===== config.mk =====
export PLATFORM = sky130hd
export DESIGN_NAME = hop_channel_sequencer
export DESIGN_NICKNAME = d
export VERILOG_FILES = /design/src/hw/rtl/hcs_pkg.sv /design/src/hw/rtl/hop_channel_sequencer.sv /design/src/hw/rtl/hcs_ctrl.sv /design/src/hw/rtl/hcs_datapath.sv
export SDC_FILE = /design/constraint.sdc
export NUM_CORES = 1
export LEC_CHECK = 0
export BUFFER_PORTS_ARGS = -buffer_cell sky130_fd_sc_hd__buf_2
export CORE_MARGIN = 5
export CORE_UTILIZATION = 60
export DETAILED_ROUTE_END_ITERATION = 10
export GPL_TIMING_DRIVEN = 1
export PLACE_DENSITY = 0.77
export SETUP_SLACK_MARGIN = 0.05
export SYNTH_ARGS = -nofsm -noshare
export SYNTH_HDL_FRONTEND = slang
export SYNTH_HIERARCHICAL = 1
export SYNTH_SLANG_ARGS = --single-unit

===== constraint.sdc =====
create_clock -name clk -period 4.46 [get_ports clk]
set_input_delay 0.223 -clock clk [delete_from_list [all_inputs] [get_ports clk]]
set_output_delay 0.223 -clock clk [all_outputs]
set_load 0.05 [all_outputs]

===== src/hw/rtl/hcs_pkg.sv =====
// Shared types and constants for the hop channel sequencer.
// Used by hcs_ctrl, hcs_datapath and hop_channel_sequencer; depends on nothing.

package hcs_pkg;

    localparam int TABLE_ENTRIES = 64;
    localparam int TBL_AW        = $clog2(TABLE_ENTRIES);
    localparam int QUEUE_SLOTS   = 4;
    localparam int QUEUE_AW      = (QUEUE_SLOTS > 1) ? $clog2(QUEUE_SLOTS) : 1;
    localparam int HOP_W         = 7;
    localparam int BEACON_MAX    = 127;

    // Command codes
    localparam logic [2:0] CMD_TICK   = 3'd0;
    localparam logic [2:0] CMD_LOAD   = 3'd1;
    localparam logic [2:0] CMD_MODE   = 3'd2;
    localparam logic [2:0] CMD_QUEUE  = 3'd3;
    localparam logic [2:0] CMD_MANUAL = 3'd4;

    // Link modes
    localparam logic [2:0] MODE_NONHOP    = 3'd0;
    localparam logic [2:0] MODE_DISCOVERY = 3'd1;
    localparam logic [2:0] MODE_SEEKING   = 3'd2;
    localparam logic [2:0] MODE_SYNCHED   = 3'd3;
    localparam logic [2:0] MODE_BEACON    = 3'd4;
    localparam logic [2:0] MODE_MASTER    = 3'd5;

    // Configuration register indexes
    localparam logic REG_HOP_THRESHOLD = 1'b0;
    localparam logic REG_NUM_HOPS      = 1'b1;

    typedef struct packed {
        logic [2:0] cmd;
        logic [5:0] index;
        logic [7:0] value;
        logic [7:0] msg_len;
    } item_t;

    typedef struct packed {
        logic [7:0] channel;
        logic       hopped;
        logic       beacon;
        logic [5:0] beacon_index;
        logic       send;
        logic [1:0] send_slot;
        logic [7:0] send_len;
        logic [2:0] mode;
    } result_t;

    // Commands from the controller to the datapath.
    typedef struct packed {
        logic exec;      // apply the accepted item to the state
        logic rd_en;     // read the table at the new hop index
        logic out_load;  // move the finished result to the output register
    } ctrl_cmd_t;

endpackage


===== src/hw/rtl/hop_channel_sequencer.sv =====
// Top level of the hop channel sequencer: joins controller and datapath.
// Depends on hcs_pkg, hcs_ctrl and hcs_datapath.

// Each accepted item gives one result. An item is taken, the state is updated
// at that edge, the channel table (a registered-read memory) is read at the
// new hop index in the next cycle, and the result enters the output register
// once that register is free; item_ready returns in the cycle after that.
// The next item may be accepted while the previous result still waits in the
// output register. Configuration writes on cfg_we take effect at once and
// belong between items.

module hop_channel_sequencer
    import hcs_pkg::*;
(
    input  logic       clk,
    input  logic       rst_n,
    input  logic       item_valid,
    output logic       item_ready,
    input  item_t      item,
    output logic       result_valid,
    input  logic       result_ready,
    output result_t    result,
    input  logic       cfg_we,
    input  logic       cfg_index,
    input  logic [7:0] cfg_data
);

    ctrl_cmd_t ctrl;

    hcs_ctrl u_ctrl (
        .clk          (clk),
        .rst_n        (rst_n),
        .item_valid   (item_valid),
        .item_ready   (item_ready),
        .result_valid (result_valid),
        .result_ready (result_ready),
        .ctrl         (ctrl)
    );

    hcs_datapath u_datapath (
        .clk       (clk),
        .rst_n     (rst_n),
        .ctrl      (ctrl),
        .item      (item),
        .cfg_we    (cfg_we),
        .cfg_index (cfg_index),
        .cfg_data  (cfg_data),
        .result    (result)
    );

`ifndef SYNTH
    // Only one item is in flight at a time.
    a_one_in_flight: assert property (@(posedge clk) disable iff (!rst_n)
        item_valid && item_ready |=> !item_ready)
        else $error("item accepted while another is in flight");

    // Beacons and sends happen only on a hop.
    a_events_on_hop: assert property (@(posedge clk) disable iff (!rst_n)
        result_valid && !result.hopped |-> !result.beacon && !result.send)
        else $error("beacon or send without a hop");

    a_beacon_mode: assert property (@(posedge clk) disable iff (!rst_n)
        result_valid && result.beacon |->
            result.mode == MODE_BEACON || result.mode == MODE_MASTER)
        else $error("beacon outside beacon-master mode");

    a_send_nonempty: assert property (@(posedge clk) disable iff (!rst_n)
        result_valid && result.send |-> result.send_len != 8'd0)
        else $error("empty queue slot sent");
`endif

endmodule


===== src/hw/rtl/hcs_ctrl.sv =====
// Controller of the hop channel sequencer: sequences execute, table read and
// result hand-off, and owns both handshakes. Depends on hcs_pkg.

module hcs_ctrl
    import hcs_pkg::*;
(
    input  logic      clk,
    input  logic      rst_n,
    input  logic      item_valid,
    output logic      item_ready,
    output logic      result_valid,
    input  logic      result_ready,
    output ctrl_cmd_t ctrl
);

    localparam logic [1:0] ST_IDLE = 2'd0;
    localparam logic [1:0] ST_READ = 2'd1;
    localparam logic [1:0] ST_DONE = 2'd2;

    logic [1:0] state_reg;
    logic [1:0] state_next;
    logic       result_valid_reg;
    logic       result_valid_next;

    always_comb
    begin
        state_next        = state_reg;
        ctrl              = '0;
        result_valid_next = result_valid_reg && !result_ready;
        unique case (state_reg)
            ST_IDLE:
            begin
                if (item_valid)
                begin
                    ctrl.exec  = 1'b1;
                    state_next = ST_READ;
                end
            end
            ST_READ:
            begin
                ctrl.rd_en = 1'b1;
                state_next = ST_DONE;
            end
            ST_DONE:
            begin
                // The output register may still hold the previous result.
                if (!result_valid_reg || result_ready)
                begin
                    ctrl.out_load     = 1'b1;
                    result_valid_next = 1'b1;
                    state_next        = ST_IDLE;
                end
            end
            default:
            begin
                state_next = ST_IDLE;
            end
        endcase
    end

    always_ff @(posedge clk or negedge rst_n)
    begin
        if (!rst_n)
        begin
            state_reg        <= ST_IDLE;
            result_valid_reg <= 1'b0;
        end
        else
        begin
            state_reg        <= state_next;
            result_valid_reg <= result_valid_next;
        end
    end

    assign item_ready   = (state_reg == ST_IDLE);
    assign result_valid = result_valid_reg;

endmodule


===== src/hw/rtl/hcs_datapath.sv =====
// Datapath of the hop channel sequencer: channel table memory, hop and tick
// counters, mode, beacon count, message queue and result registers. Depends on hcs_pkg.

module hcs_datapath
    import hcs_pkg::*;
(
    input  logic       clk,
    input  logic       rst_n,
    input  ctrl_cmd_t  ctrl,
    input  item_t      item,
    input  logic       cfg_we,
    input  logic       cfg_index,
    input  logic [7:0] cfg_data,
    output result_t    result
);

    logic [7:0]        channel_mem [TABLE_ENTRIES];
    logic [7:0]        rdata_reg;

    logic [7:0]        hop_threshold_reg;
    logic [HOP_W-1:0]  num_hops_reg;

    logic [TBL_AW-1:0] hop_index_reg,    hop_index_next;
    logic [7:0]        tick_count_reg,   tick_count_next;
    logic [2:0]        link_mode_reg,    link_mode_next;
    logic [6:0]        beacons_sent_reg, beacons_sent_next;
    logic [7:0]        queue_len_reg [QUEUE_SLOTS];
    logic [7:0]        queue_len_next [QUEUE_SLOTS];
    logic [QUEUE_AW-1:0] write_ptr_reg,  write_ptr_next;
    logic [QUEUE_AW-1:0] send_ptr_reg,   send_ptr_next;

    result_t           pend_reg, pend_next;
    result_t           result_reg, result_next;

    logic [HOP_W-1:0]  hop_len;
    logic [HOP_W-1:0]  hop_inc;
    logic [8:0]        tick_inc;
    logic [QUEUE_AW:0] send_inc;
    logic [QUEUE_AW:0] write_inc;
    logic [7:0]        slot_len;
    logic [2:0]        mode_mid;
    logic [6:0]        beacons_mid;

    assign hop_len   = (num_hops_reg < HOP_W'(TABLE_ENTRIES)) ? num_hops_reg
                                                             : HOP_W'(TABLE_ENTRIES);
    assign hop_inc   = HOP_W'(hop_index_reg) + HOP_W'(1);
    assign tick_inc  = {1'b0, tick_count_reg} + 9'd1;
    assign send_inc  = {1'b0, send_ptr_reg} + (QUEUE_AW+1)'(1);
    assign write_inc = {1'b0, write_ptr_reg} + (QUEUE_AW+1)'(1);
    assign slot_len  = queue_len_reg[send_ptr_reg];

    always_comb
    begin
        hop_index_next    = hop_index_reg;
        tick_count_next   = tick_count_reg;
        mode_mid          = link_mode_reg;
        beacons_mid       = beacons_sent_reg;
        write_ptr_next    = write_ptr_reg;
        send_ptr_next     = send_ptr_reg;
        queue_len_next    = queue_len_reg;
        pend_next         = '0;
        link_mode_next    = link_mode_reg;
        beacons_sent_next = beacons_sent_reg;

        unique case (item.cmd)
            CMD_TICK:
            begin
                if (tick_inc >= {1'b0, hop_threshold_reg})
                begin
                    tick_count_next  = '0;
                    hop_index_next   = (hop_inc >= hop_len) ? '0 : hop_inc[TBL_AW-1:0];
                    pend_next.hopped = 1'b1;
                    if (link_mode_reg == MODE_BEACON)
                    begin
                        pend_next.beacon       = 1'b1;
                        pend_next.beacon_index = hop_index_next;
                        if (beacons_sent_reg < 7'(BEACON_MAX))
                        begin
                            beacons_mid = beacons_sent_reg + 7'd1;
                        end
                    end
                    else if ((link_mode_reg == MODE_SYNCHED ||
                              link_mode_reg == MODE_MASTER) && slot_len != 8'd0)
                    begin
                        pend_next.send             = 1'b1;
                        pend_next.send_slot        = 2'(send_ptr_reg);
                        pend_next.send_len         = slot_len;
                        queue_len_next[send_ptr_reg] = 8'd0;
                        send_ptr_next = (send_inc >= (QUEUE_AW+1)'(QUEUE_SLOTS))
                                        ? '0 : send_inc[QUEUE_AW-1:0];
                    end
                end
                else
                begin
                    tick_count_next = tick_inc[7:0];
                end
            end
            CMD_LOAD:
            begin
                // The table write itself happens in the memory block below.
            end
            CMD_MODE:
            begin
                if (item.value <= 8'(MODE_MASTER))
                begin
                    mode_mid = item.value[2:0];
                    if (item.value[2:0] == MODE_BEACON)
                    begin
                        beacons_mid = '0;
                    end
                end
            end
            CMD_QUEUE:
            begin
                queue_len_next[write_ptr_reg] = item.msg_len;
                write_ptr_next = (write_inc >= (QUEUE_AW+1)'(QUEUE_SLOTS))
                                 ? '0 : write_inc[QUEUE_AW-1:0];
            end
            CMD_MANUAL:
            begin
                hop_index_next   = (hop_inc >= HOP_W'(TABLE_ENTRIES)) ? '0
                                                                     : hop_inc[TBL_AW-1:0];
                pend_next.hopped = 1'b1;
            end
            default:
            begin
            end
        endcase

        // A full loop of beacons promotes the link to master.
        if (mode_mid == MODE_BEACON && {1'b0, beacons_mid} >= {1'b0, hop_len})
        begin
            link_mode_next = MODE_MASTER;
        end
        else
        begin
            link_mode_next = mode_mid;
        end
        beacons_sent_next = beacons_mid;
        pend_next.mode    = link_mode_next;
    end

    always_ff @(posedge clk or negedge rst_n)
    begin
        if (!rst_n)
        begin
            hop_threshold_reg <= '0;
            num_hops_reg      <= HOP_W'(TABLE_ENTRIES);
            hop_index_reg     <= '0;
            tick_count_reg    <= '0;
            link_mode_reg     <= MODE_NONHOP;
            beacons_sent_reg  <= '0;
            write_ptr_reg     <= '0;
            send_ptr_reg      <= '0;
            for (int i = 0; i < QUEUE_SLOTS; i++)
            begin
                queue_len_reg[i] <= '0;
            end
        end
        else
        begin
            if (cfg_we)
            begin
                unique case (cfg_index)
                    REG_HOP_THRESHOLD: hop_threshold_reg <= cfg_data;
                    REG_NUM_HOPS:      num_hops_reg      <= cfg_data[HOP_W-1:0];
                    default:           ;
                endcase
            end
            if (ctrl.exec)
            begin
                hop_index_reg    <= hop_index_next;
                tick_count_reg   <= tick_count_next;
                link_mode_reg    <= link_mode_next;
                beacons_sent_reg <= beacons_sent_next;
                write_ptr_reg    <= write_ptr_next;
                send_ptr_reg     <= send_ptr_next;
                queue_len_reg    <= queue_len_next;
            end
        end
    end

    // Channel table: written on a load transfer, read once the hop index has settled.
    always_ff @(posedge clk)
    begin
        if (ctrl.exec && item.cmd == CMD_LOAD &&
            {1'b0, item.index} < (TBL_AW+1)'(TABLE_ENTRIES))
        begin
            channel_mem[item.index[TBL_AW-1:0]] <= item.value;
        end
        if (ctrl.rd_en)
        begin
            rdata_reg <= channel_mem[hop_index_reg];
        end
    end

    always_comb
    begin
        result_next         = pend_reg;
        result_next.channel = rdata_reg;
    end

    always_ff @(posedge clk)
    begin
        if (ctrl.exec)
        begin
            pend_reg <= pend_next;
        end
        if (ctrl.out_load)
        begin
            result_reg <= result_next;
        end
    end

    assign result = result_reg;

endmodule


==> qor.yml <==
portBuffers: 70
numCtsBuffers: 60
fmax_mhz: 240
cts_tree: "done"
p_seq_share_pct: 45.4
syn-num-nets: 1509
path_class: "reg2reg"
max-slew-margin-rel_pct: 30.8
root_buffer: "clkbuf_16"
min_from: "item[8]"
final_layout_size_suffix_gt1_share_pct: 27.3
tns_ns: 0
cts.clk_slew.worst_paths_ns: 0.07
grt_setup_unrepaired: "no"
cts_max_level: 2
num_antenna_cells: 0
setup_violations: 0
dr.pass1.iters: 5
async_flop_share_pct: 12.0
drv_slew: 0
arrival_ns: 4.66
worst_slack_ns: 0.290
grt-ovfl-total: 0
synth_seq_cells: 650
postCtsSetupRepairBufs: 0
leakagePower_nw: 10.1
clock_latency_ns: 0.63
synth_enable_flop_cells: 572
synth-main-ff-cell: "edfxtp_1"
dpl.hpwl_um: 35600
critPathLaunchType: "register"
whs_ns: 0.0521
p_sw_mw: 4.60
place.gp.congestion: 0.837
die-area_um2: 48500
postSynthCellCount: 1435
required_ns: 4.95
syn_area_um2: 26500
dpl.cell_count: 2097
dr.first_iter.drc_count: 1766
worstMarginPinSlew_ns: 1.04
clockBufferDepth: 3
place_ws_ns: 0.139
initial_utilization_pct: 60.3
area_growth_pct: 13.2
hold_depth: 1
hold_path_class: "in2reg"
largest_reg_flops: 512
mostFrequentLayoutCell: "edfxtp_1"
synthDistinctLibCells: 68
avgSynthCellArea_um2: 18.5
fin_crit_sh_pct: 93.5
swShare_pct: 28.4
via_per_inst: 6.35
groute.usage.overall_pct: 24.6
final_cell_mix: "edfxtp_1 (572), mux4_2 (155), nor2_1 (134), dfrtp_1 (74), buf_2 (69)"
hold_end: "u_datapath/channel_mem[46][0]$_DFFE_PP_"
route.detailed.drc: 0
hold_viol_final: 0
cp-end-kind: "register"
r2r_cells: 16
die_y_um: 220
grt_max_degree: 79
status: "completed"
die_w_um: 220
core_um2: 43900
p_comb_share_pct: 23.0
ir_drop_mv: 0.408
min_period_ns: 4.17
internal-power_mw: 11.6
cts_sinks: 650
layout.nets: 1661
yosysSeqAreaShare_pct: 72.2
r2r_end: "u_datapath/link_mode_reg[0]$_DFFE_PN0P_"
grt_pass1_wl_um: 88700
finClkSkew_ns: 0.0193
postRouteAntennaNets: 0
reg2reg_slack_ns: 0.29
fin_cells: 2227
critPathMaxFanout: 6
wire_per_inst_um: 26.0
cap_violations: 0
powerDensity_nw_per_um2: 541
p_clk_share_pct: 31.5
finalWirelength_um: 57800
ys_warn_count: 6
power_mw: 16.2
crit-reg2reg-launch: "u_datapath/tick_count_reg[0]$_DFFE_PN0P_"
num_io_pins: 71
rows: 77
num_vias: 14140
antenna_found_initial: 1
grt_pass1_vias: 14222
==> worst max-delay path, cell delays in order, from the launching register on <==
cell	delay (ns)
dfrtp_1	0.43
ha_1	0.26
and3_1	0.23
nand3_2	0.15
xnor2_1	0.16
ha_1	0.30
nand3_1	0.12
or4_1	0.62
a211oi_2	0.27
mux2i_1	0.11
ha_1	0.29
nand2b_1	0.13
a21o_1	0.17
a21oi_1	0.18
o211ai_1	0.14
a2111oi_1	0.39
a311oi_1	0.10
==> what timing repair did <==
action	4_1_cts	5_1_grt
gates resized for setup	0	3
endpoints found under the hold margin	123	0
setup endpoints to repair	0	1
hold buffers	20	0
==> logic make-up (layout without fill, tap and decap cells) <==
kind of cell               count (synthesis)  count (layout)  share of synthesized area (%)
AOI/OAI and AO/OA                        172             172                           4.48
xor gates and xnor gates                  10              10                          0.330
adders and majority gates                 35              35                           1.65
buffers and inverters                     90             290                           1.53
DFF                                      650             650                           72.2
muxes                                    185             185                           14.8
and+or+nand+nor                          293             293                           5.04
==> layout make-up <==
type | instances | area, um2
multi-input cells | 695 | 6990
repair buffers | 154 | 1060
clock buffers | 68 | 1530
well taps | 592 | 741
inverters | 26 | 97.6
fillers | 2747 | 13900
flip-flops and latches | 650 | 19100
clock inverters | 42 | 450
==> per-layer routing <==
metal	track usage, %	vias to the layer above	share of wire, %
met3	5.36	95	10
li1	-	6029	-
met2	38.3	746	48
met5	0	-	0.035
met4	4.89	2	1.9
met1	37.1	7268	40
==> cell usage after synthesis, types with 2 or more instances <==
cell       count  area [um2]
buf_2         15        75.1
a41oi_2        2        32.5
nand3b_1       3        22.5
o21a_1         2        15.0
o21ai_0       52         260
nand3_1       16        80.1
o22ai_1        2        12.5
nor2_1       134         503
and2_1        18         113
a31oi_1        8        50.1
a21oi_2       29         254
a21oi_1       22         110
nand4_1        3        18.8
nand2b_1       8        50.1
o2bb2ai_1      2        17.5
mux4_2       155        3490
a211oi_1       3        22.5
or3b_2         3        26.3
and3_1         9        56.3
edfxtp_1     572       17200
dfrtp_1       77        1930
a22oi_1       19         143
inv_1         25        93.8
a21oi_4        2        32.5
o221ai_1       3        26.3
xnor2_1        4        35.0
nand2_1       68         255
buf_1         17        63.8
nor2b_1        8        50.1
mux2_2        15         169
buf_6          6        67.6
nor3_1         5        25.0
mux4_1         7         184
xor2_1         6        52.6
a22o_1         2        17.5
ha_1          35         438
nor4_1         4        25.0
o21bai_1       2        15.0
mux2i_1        8        80.1
or3_1          4        25.0
o211ai_1       3        22.5
o21ai_1        4        20.0
a21o_1         4        30.0
clkbuf_1      24        90.1
or4_1          2        15.0
==> worst max path at each step <==
stage | from | end | slack (ns) | cells past startpoint
after floorplan | u_datapath/tick_count_reg[0]$_DFFE_PN0P_ | u_datapath/link_mode_reg[0]$_DFFE_PN0P_ | 0.37 | 17
after global placement | u_datapath/tick_count_reg[0]$_DFFE_PN0P_ | u_datapath/link_mode_reg[0]$_DFFE_PN0P_ | 0.31 | 16
after detailed placement | u_datapath/tick_count_reg[0]$_DFFE_PN0P_ | u_datapath/link_mode_reg[0]$_DFFE_PN0P_ | 0.14 | 16
after CTS | u_datapath/tick_count_reg[0]$_DFFE_PN0P_ | u_datapath/link_mode_reg[0]$_DFFE_PN0P_ | 0.13 | 16
after global routing | u_datapath/tick_count_reg[0]$_DFFE_PN0P_ | u_datapath/link_mode_reg[0]$_DFFE_PN0P_ | 0.07 | 16
final | u_datapath/tick_count_reg[0]$_DFFE_PN0P_ | u_datapath/link_mode_reg[0]$_DFFE_PN0P_ | 0.29 | 16
==> metrics by stage <==
| step | util (%) | instance area (um2) |
|---|---|---|
| after floorplan | - | 26500 |
| after global placement | 63.3 | 27800 |
| after detailed placement | 63.3 | 27800 |
| after CTS | 68.3 | 30000 |
| after global routing | 68.3 | 30000 |
| final | 68.3 | 30000 |
==> power by group through the flow <==
stage	Combinational, mW	Clock [mW]	Sequential [mW]
5_1_grt	4.01	5.48	7.41
4_1_cts	3.76	5.19	7.38
3_5_place_dp	3.69	0	7.50
6_report	3.74	5.12	7.37
3_3_place_gp	3.62	0	7.48
2_1_floorplan	2.63	0	7.44
No activity file was read; power rests on OpenSTA's default activity.
